[config.mk]
export PLATFORM = sky130hd
export DESIGN_NAME = ssd_mul
export DESIGN_NICKNAME = d
export VERILOG_FILES = /design/src/rtl/segment_segment_closest_distance_defines.svh /design/src/rtl/ssd_mul.sv
export SDC_FILE = /design/constraint.sdc
export NUM_CORES = 1
export LEC_CHECK = 0
export BUFFER_PORTS_ARGS = -buffer_cell sky130_fd_sc_hd__buf_2
export CAP_MARGIN = 25
export CORE_UTILIZATION = 42
export CTS_CLUSTER_DIAMETER = 150
export DETAILED_ROUTE_END_ITERATION = 6
export SYNTH_ARGS = -nofsm -noshare
export SYNTH_HDL_FRONTEND = slang
export SYNTH_SLANG_ARGS = --single-unit
export TNS_END_PERCENT = 100
[constraint.sdc]
create_clock -name clk -period 4.58 [get_ports clk]
set_input_delay 0.229 -clock clk [delete_from_list [all_inputs] [get_ports clk]]
set_output_delay 0.229 -clock clk [all_outputs]
set_load 0.05 [all_outputs]
[src/rtl/segment_segment_closest_distance_defines.svh]
// ---------------------------------------------------------------------------
// segment_segment_closest_distance_defines
// shared assertion macros, clocked on clk, disabled in reset
// ---------------------------------------------------------------------------
`ifndef SEGMENT_SEGMENT_CLOSEST_DISTANCE_DEFINES_SVH
`define SEGMENT_SEGMENT_CLOSEST_DISTANCE_DEFINES_SVH

// same-cycle implication
`define SSD_ASSERT_IMP(label, ante, cons, msg) \
  label: assert property (@(posedge clk) disable iff (!rst_n) (ante) |-> (cons)) \
    else $error(msg);

// next-cycle implication
`define SSD_ASSERT_NEXT(label, ante, cons, msg) \
  label: assert property (@(posedge clk) disable iff (!rst_n) (ante) |=> (cons)) \
    else $error(msg);

`endif

[src/rtl/ssd_mul.sv]
// ---------------------------------------------------------------------------
// ssd_mul
// signed multiplier, split in half-width partial products, two stages
// ---------------------------------------------------------------------------
module ssd_mul #(
  parameter int WA = 8,
  parameter int WB = 8
) (
  input  logic                    clk,
  input  logic                    en,
  input  logic signed [WA-1:0]    a,
  input  logic signed [WB-1:0]    b,
  output logic signed [WA+WB-1:0] prod
);

  localparam int HA = WA / 2;
  localparam int HB = WB / 2;
  localparam int PW = WA + WB;

  logic        [HA-1:0]    al;
  logic signed [WA-HA-1:0] ah;
  logic        [HB-1:0]    bl;
  logic signed [WB-HB-1:0] bh;

  logic signed [PW-1:0] ll_r, lh_r, hl_r, hh_r;
  logic signed [PW-1:0] prod_r;

  assign al = a[HA-1:0];
  assign ah = a[WA-1:HA];
  assign bl = b[HB-1:0];
  assign bh = b[WB-1:HB];

  always_ff @(posedge clk) begin
    if (en) begin
      ll_r   <= PW'($signed({1'b0, al}) * $signed({1'b0, bl}));
      lh_r   <= PW'($signed({1'b0, al}) * bh);
      hl_r   <= PW'(ah * $signed({1'b0, bl}));
      hh_r   <= PW'(ah * bh);
      prod_r <= (hh_r <<< (HA + HB)) + (hl_r <<< HA) + (lh_r <<< HB) + ll_r;
    end
  end

  assign prod = prod_r;

endmodule

==> results.md <==
- Status: complete, no violations
- Capture point of the worst reg-to-reg path: prod[13]$_DFFE_PP_
- Port Buf Inserts: 33
- # fillers: between 900 and 1000
- Final worst setup slack: 1490 ps
- Cts bufs inserted: 5
- RD Place Congestion: 0.825
- Final Power: 2.16 mW
- Critical path cell sequence: buf_2 -> nand2b_1 -> fa_1 -> fa_1 -> fa_1 -> inv_1 -> ha_1 -> fa_1 -> a21oi_1 -> nor2_1 -> nor2_1 -> xnor2_1
- Initial DRC count: 99
- Commonest non-fill, non-tap cell in the layout: ha_1
- Setup violators final: 0
- Vias: about 2700
- Synth unique cells: 34
- Min-Delay Path Class: in2reg
- Fmax: between 0.3 and 0.4 GHz
- DR pass1 iterations: 4
- Yosys warnings: 0
- Pre-CTS setup slack: 1130 ps
- Post-CTS Setup Bufs: 0
- CTS root buffer: clkbuf_8
- Most frequent CP cell: fa_1
- Global-route wire length before repair: 12400 um
- Cells after synthesis: 374
- FF+latch count, synth: 50
- Power per cell area: between 400 and 500 nW/um^2
- Row count: 36
- Reg area: about 1500 um^2
- Area occupied by multi-input gates: 2630 um^2
- Die W: around 100 um
- CP peak stage delay: 520 ps
- Worst setup SP type: input port
- ANT nets after route: 0
- H-tree depth: 2
- Area of the core: 9910 um^2
- Total track usage: 14.5%
- DP HPWL: 6020 um
- Hold path start: en
- Antenna Cells: 0
- Hold Crit Depth: 1
- Nets: 537
- Die ar.: 10700 um^2
- RSZ-0062 raised after global routing: no
- Max_cap viols: 0
- FF-to-FF setup slack: 1940 ps
- Setup TNS: 0 ps
- Most frequent cells in the layout: ha_1, inv_1, edfxtp_1
- Worst path slowest cell: fa_1
- Post_cts resized: 0
- Final hold vios: 0
- Clock Tree Buf Depth: 2
- Tcrit/Tclk final: 67.5%
- DIE HEIGHT: 104 um
- Via-to-Cell Ratio: roughly 4.9
- Vias in the first global route: 2561
- Share of post-route cells with drive strength above 1: 11.3%
- Worst path bufs/invs: 2
- Clk slew on worst S/H paths: approximately 80 ps
- Post-synthesis sequential area ratio: between 30% and 40%
- Largest net degree at the start of global routing: 51
- Slew Limit Fails: 0
- Worst VDD drop: 0.000245 V
- Initial core utilization: 43.8%
- Worst reg2reg startpoint: ll_r[5]$_DFFE_PP_
- CP arrival: 3150 ps
- Drt total wl: 7270 um
- GRT overflow: 0
- I/O pins: 34
- R2R depth: 7
- Crit path kind: in2reg
- Slew @ Worst Pin: between 300 and 400 ps
- Area Growth Syn to Fin: 9.95%
- Layout Cells excl Fill: 548
- Minimum clock period: 3090 ps
- Largest delay share family, worst path: adder cells
- Clk_skew: 5.24 ps
- Mean Syn Cell Area: 11.6 um^2
- Initial antenna violation count: 0
- Top fanout value on the critical path: 8
- Mapped cell area: between 4000 and 5000 um^2
- Req. time, crit path: roughly 4600 ps
- DR DRC count: 0
- DR WL/cell: between 10 and 15 um
- Worst skew pair latency: 300 ps
- Net Count, Synth: 496
- TritonCTS clock tree: done
- Num Clock Sinks: 50
- Worst Setup End Kind: flop
- Dpl cells: 540
- LEAKAGE: between 2 and 2.5 nW
- Worst Setup SP: a[0]
- Slew Limit Headroom: 77.5%
- Post-cts hold buffer count: 0
- Hold endpoint: ll_r[0]$_DFFE_PP_
[where the power goes]
group	total, mW	internal, mW	switching, mW
logic	1.18	0.480	0.705
registers	0.735	0.694	0.0412
clock network	0.240	0.105	0.135
total	2.16	1.28	0.881
[sequential cells by signal, summed over array words and instances, names as in the netlist]
register,flops
prod,16
hl_r,9
ll_r,8
hh_r,8
lh_r,9
[per-stage QoR]
stage / area, um^2 / util [%] / hold slack [ps]
3_3_place_gp: 4670 / 47.1 / 403
3_5_place_dp: 4670 / 47.1 / 406
5_1_grt: 4770 / 48.1 / 243
6_report: 4770 / 48.1 / 242
4_1_cts: 4750 / 47.9 / 340
2_1_floorplan: 4340 / - / 341
[worst max-delay path by stage]
stage                                    to  slack [ps]  cells past startpoint
after floorplan           hh_r[7]$_DFFE_PP_        1430                     10
after global placement    hh_r[7]$_DFFE_PP_        1200                     11
after detailed placement  hh_r[7]$_DFFE_PP_        1130                     11
after CTS                 hh_r[7]$_DFFE_PP_        1460                     11
after global routing      lh_r[7]$_DFFE_PP_        1310                     12
final                     lh_r[7]$_DFFE_PP_        1490                     12
[worst reg2reg max path, stage by stage, from the launching register on]
cell and delay (ps):
edfxtp_1 410, fa_1 490, ha_1 230, fa_1 420, a21o_4 250, a2111oi_4 350, a21oi_2 100, xor2_1 140
[logic make-up (layout without fill, tap and decap cells)]
kind of cell | Yosys count | count (layout) | share of synthesized area [%]
AND/OR/NAND/NOR | 100 | 100 | 12.3
XOR/XNOR | 27 | 27 | 5.45
adder cells (fa/ha/maj) | 104 | 104 | 36.1
buffers and inverters | 55 | 96 | 4.76
AO/OA/AOI/OAI | 38 | 38 | 6.86
flip-flops | 50 | 50 | 34.6
[cells in the mapped netlist, drive strengths merged]
master | n | area, um^2
or3 | 1 | 6.26
nand3 | 3 | 15.0
ha | 69 | 863
and3 | 4 | 35.0
or4b | 1 | 10.0
a311oi | 1 | 15.0
nor2 | 21 | 78.8
nand3b | 1 | 7.51
o211ai | 3 | 22.5
nand2 | 20 | 75.1
a221oi | 1 | 8.76
a21oi | 13 | 68.8
edfxtp | 50 | 1500
a211oi | 1 | 12.5
a31oi | 2 | 12.5
o21ai | 1 | 5.00
fa | 35 | 701
xor2 | 7 | 61.3
o2111ai | 4 | 35.0
inv | 55 | 206
o21a | 1 | 7.51
and2 | 37 | 231
o21bai | 1 | 7.51
nor2b | 2 | 12.5
a2111oi | 1 | 27.5
xnor2 | 20 | 175
nor3 | 3 | 15.0
a21o | 9 | 75.1
or4 | 1 | 7.51
nor4 | 1 | 6.26
nand2b | 5 | 31.3
[layout make-up]
class / instances / share of cell area, %
Timing Repair Buffer: 34 / 3.88
Tap cell: 133 / 3.49
Clock buffer: 6 / 1.52
Sequential cell: 50 / 31.5
Inverter: 55 / 4.33
Multi-Input combinational cell: 269 / 55.1
Clock inverter: 1 / 0.157
[per-layer routing]
| metal | routed length, um | up-vias | part of all wire [%] | GRT usage [%] |
|---|---|---|---|---|
| li1 | - | 1348 | - | - |
| met1 | 3770 | 1275 | 52 | 21.6 |
| met2 | 3240 | 47 | 45 | 21.8 |
| met3 | 162 | 8 | 2.2 | 1.89 |
| met4 | 93 | 0 | 1.3 | 4.35 |
| met5 | 0 | - | 0 | 0 |
(Power assumes the default switching activity.)
