--- config.mk ---
export PLATFORM = sky130hd
export DESIGN_NAME = ssd_div
export DESIGN_NICKNAME = d
export VERILOG_FILES = /design/src/rtl/segment_segment_closest_distance_defines.svh /design/src/rtl/ssd_div.sv
export SDC_FILE = /design/constraint.sdc
export NUM_CORES = 1
export LEC_CHECK = 0
export BUFFER_PORTS_ARGS = -buffer_cell sky130_fd_sc_hd__buf_4
export CAP_MARGIN = 20
export CORE_AREA = 2 2 137 139
export DETAILED_ROUTE_END_ITERATION = 8
export DIE_AREA = 0 0 139 141
export SYNTH_ARGS = -nofsm -noshare
export SYNTH_HDL_FRONTEND = slang
export SYNTH_SLANG_ARGS = --single-unit
--- constraint.sdc ---
create_clock -name clk -period 3.6 [get_ports clk]
set_input_delay 0.54 -clock clk [delete_from_list [all_inputs] [get_ports clk]]
set_output_delay 0.54 -clock clk [all_outputs]
set_load 0.05 [all_outputs]
--- src/rtl/segment_segment_closest_distance_defines.svh ---
// ---------------------------------------------------------------------------
// segment_segment_closest_distance_defines
// shared assertion macros, clocked on clk, disabled in reset
// ---------------------------------------------------------------------------
`ifndef SEGMENT_SEGMENT_CLOSEST_DISTANCE_DEFINES_SVH
`define SEGMENT_SEGMENT_CLOSEST_DISTANCE_DEFINES_SVH

// same-cycle implication
`define SSD_ASSERT_IMP(label, ante, cons, msg) \
  label: assert property (@(posedge clk) disable iff (!rst_n) (ante) |-> (cons)) \
    else $error(msg);

// next-cycle implication
`define SSD_ASSERT_NEXT(label, ante, cons, msg) \
  label: assert property (@(posedge clk) disable iff (!rst_n) (ante) |=> (cons)) \
    else $error(msg);

`endif

--- src/rtl/ssd_div.sv ---
// ---------------------------------------------------------------------------
// ssd_div
// clamped fraction num/den in [0,1], one quotient bit per stage
// ---------------------------------------------------------------------------
module ssd_div #(
  parameter int W = 8,
  parameter int P = 4
) (
  input  logic                clk,
  input  logic                en,
  input  logic signed [W-1:0] num,
  input  logic signed [W-1:0] den,
  output logic        [P:0]   quo
);

  logic [W-1:0] rem_r   [P+1];
  logic [W-1:0] den_r   [P+1];
  logic [P:0]   q_r     [P+1];
  logic [P:0]   done_r;

  logic [W-1:0] rem_nxt [P+1];
  logic [W-1:0] den_nxt [P+1];
  logic [P:0]   q_nxt   [P+1];
  logic [P:0]   done_nxt;
  logic [W-1:0] sh      [P+1];

  always_comb begin
    rem_nxt[0]  = W'(num);
    den_nxt[0]  = W'(den);
    q_nxt[0]    = '0;
    done_nxt[0] = 1'b0;
    sh[0]       = '0;
    if (num[W-1] || num == '0) begin
      done_nxt[0] = 1'b1;
    end else if (num >= den) begin
      done_nxt[0] = 1'b1;
      q_nxt[0]    = {1'b1, {P{1'b0}}};
    end
    for (int k = 1; k <= P; k++) begin
      den_nxt[k]  = den_r[k-1];
      done_nxt[k] = done_r[k-1];
      sh[k]       = {rem_r[k-1][W-2:0], 1'b0};
      rem_nxt[k]  = rem_r[k-1];
      q_nxt[k]    = q_r[k-1];
      if (!done_r[k-1]) begin
        if (sh[k] >= den_r[k-1]) begin
          rem_nxt[k] = sh[k] - den_r[k-1];
          q_nxt[k]   = {q_r[k-1][P-1:0], 1'b1};
        end else begin
          rem_nxt[k] = sh[k];
          q_nxt[k]   = {q_r[k-1][P-1:0], 1'b0};
        end
      end
    end
  end

  always_ff @(posedge clk) begin
    if (en) begin
      for (int k = 0; k <= P; k++) begin
        rem_r[k]  <= rem_nxt[k];
        den_r[k]  <= den_nxt[k];
        q_r[k]    <= q_nxt[k];
        done_r[k] <= done_nxt[k];
      end
    end
  end

  assign quo = q_r[P];

endmodule

==> impl_metrics.toml <==
[floorplanning]
io_pins = 23
dieArea_um2 = 19600
die_y_um = 141
std_cell_rows = 50
coreArea_um2 = 18300
start_util = 0.245
die_w_um = 139

[finish]
finalNetCount = 465
drive_gt1_frac = 0.137
area_growth_pct = 15.8
utilization = 0.284
antenna_cells = 0

[routing]
met3WireLength_um = 252
drc = 0
routed_wl_um = 7140
drtIter0Drc = 155
top_layer_used = "met4"
ant_nets = 0
wl_met1_um = 3140
wl_met2_um = 3640
num_vias = 2798
drt-pass1-iter-count = 4
avgRoutedWirePerCell_um = 11.1
vias_per_cell = 4.34

[sta]
fmax_ghz = 0.361
relSlewSlack = 0.380
rsz0062_at_grt = "no"
fin_worst_skew_ns = 0.00693
finalSetupViolations = 0
min_period_ns = 2.77
setup-tns-final_ns = 0
setup_slack_ns = 0.827
drv_slew = 0
fin_crit_sh = 0.770
worstMarginPinSlew_ns = 0.930
whs_ns = 0.389
final_hold_viol_count = 0

[critical_path]
reg2reg_slack_ns = 0.83
cp_slowest_stage_delay_ns = 0.62
crit_buf_inv = 0
start_kind = "flip-flop"
r2r_end = "rem_r[0][12]$_DFFE_PP_"
cpLargestDelayFamily = "compound AO/OA/AOI/OAI gates"
crit_top_cell = "ha_1"
crit_slowest_cell = "a2111oi_4"
cp_max_fo = 10
reg2reg_from = "rem_r[0][0]$_DFFE_PP_"
cp_data_arrival_time_ns = 2.85
cp_data_required_time_ns = 3.68
r2r_cells = 7
end_kind = "flip-flop"
crit_chain = "ha_1, ha_1, o211ai_1, a21oi_2, a2111oi_4, mux2_4, mux2_1"
crit_type = "flip-flop to flip-flop"
crit_cells = 7

[logic_synthesis]
ys_warn_count = 0
yosysTopAreaCell = "edfxtp_1"
synthDominantCellAreaShare = 0.529
ys_seq_elements = 79
syn_nets = 445
synth_area_leaders = "edfxtp_1 53%, ha_1 11%, inv_1 3.9%"
synth_cell_types = 47
syn_avg_cell_area_um2 = 11.6
synthFlopType = "edfxtp_1"
ys_seq_area_frac = 0.529
syn_inst = 385
netlist_area_um2 = 4480
synth_edf_count = 79
ys_async_sr_fraction = 0

[power_and_ir_drop]
seqPwrFrac = 0.443
netSwitchingPower_w = 0.000694
internal-power_w = 0.00198
powerDensity_nw_per_um2 = 515
power_w = 0.00268
swShare = 0.259
pwr-share-comb = 0.202
ir_drop_v = 0.000274
p_leak_nw = 2.06
clkPwrFrac = 0.355

[grt]
grt_pass1_wl_um = 12900
antenna_found_initial = 0
grt_pass1_vias = 2972
grt_overflow = 0
grt_use_total = 0.0800
grt_start_max_net_pins = 80

[clock_network]
cts_resized = 0
clockBufferDepth = 2
cts_hold_buf = 0
worstSkewPairLatency_ns = 0.33
cts_root_buf = "clkbuf_16"
clkSlewWorstSetupHoldPaths_ns = 0.06
cts_sinks = 79
htreeDepth = 3
postCtsSetupBuffers = 0
cts_tree = "done"
cts_buffers = 9

[status]
status = "finished clean"

[worst_hold_path]
min_delay_path_depth = 1
hp-class = "input pin to flip-flop"
hold_end = "den_r[0][2]$_DFFE_PP_"
hp-start = "den[2]"

[place]
place_hpwl_um = 5500
numPortBuffers = 22
globalplace.congestion = 0.862
dpl_worst_slack_ns = 0.836

[flow_run]
max_cap_violations = 0
## cell usage in the layout, fill, tap and decap left out, types with 8 or more instances in the layout
master	netlist	final
buf_4	5	24
nor3_1	10	10
nand2_1	23	23
clkbuf_16	0	9
edfxtp_1	79	79
a211oi_1	10	10
inv_1	46	46
ha_1	39	39
nor2b_1	16	16
nor2_1	18	18
mux2i_1	8	8
o211ai_1	8	8
o21ai_0	12	12
a21oi_1	24	24
## synth_stat cells, types with 7 or more instances
library cell,instances
nor2_1,18
nor3_1,10
a21oi_1,24
nand2_1,23
o21ai_0,12
a211oi_1,10
o211ai_1,8
clkbuf_1,7
inv_1,46
ha_1,39
mux2i_1,8
edfxtp_1,79
nor2b_1,16
## kinds of logic after synthesis
group	share of synthesized area
multiplexers	0.0388
AO/OA/AOI/OAI	0.135
XOR/XNOR	0.00782
AND/OR/NAND/NOR	0.109
flip-flops	0.529
buffers and inverters	0.0575
adder cells (fa/ha/maj)	0.122
## power groups by stage
stage	clock network, W	registers [W]	logic (W)
finish	0.000950	0.00119	0.000539
global placement	0	0.00120	0.000519
detailed placement	0	0.00121	0.000540
CTS	0.000972	0.00119	0.000542
global route	0.00101	0.00120	0.000617
floorplan	0	0.00118	0.000432
## state kept, by name, indices dropped and copies added (netlist names)
| signal | flops |
|---|---|
| q_r | 15 |
| done_r | 4 |
| den_r | 32 |
| rem_r | 28 |
## worst max-delay path by stage
stage | slack (ns) | to | start
4_1_cts | 0.82 | rem_r[0][12]$_DFFE_PP_ | den_r[0][0]$_DFFE_PP_
6_report | 0.83 | rem_r[0][12]$_DFFE_PP_ | rem_r[0][0]$_DFFE_PP_
2_1_floorplan | 1.04 | rem_r[0][12]$_DFFE_PP_ | rem_r[0][0]$_DFFE_PP_
3_3_place_gp | 0.91 | rem_r[0][12]$_DFFE_PP_ | den_r[0][0]$_DFFE_PP_
3_5_place_dp | 0.84 | rem_r[0][12]$_DFFE_PP_ | den_r[0][0]$_DFFE_PP_
5_1_grt | 0.69 | rem_r[0][12]$_DFFE_PP_ | den_r[0][1]$_DFFE_PP_
## stage by stage
step	cells	area (um^2)
2_1_floorplan	385	4480
3_3_place_gp	628	4870
3_5_place_dp	628	4870
4_1_cts	644	5190
5_1_grt	644	5190
6_report	644	5190
## final cells by class
class / count / area [um^2]
clock buffers: 9 / 225
flip-flops and latches: 79 / 2370
multi-input cells: 245 / 1850
clock inverters: 7 / 96.3
inverters: 46 / 173
fillers: 1884 / 13100
well taps: 234 / 293
repair buffers: 24 / 180
## layer usage
metal,global-route usage,up-vias
met2,0.145,36
met5,0,-
met4,0.0298,0
met1,0.0876,1304
li1,-,1449
met3,0.0262,9
(Power assumes the default switching activity.)
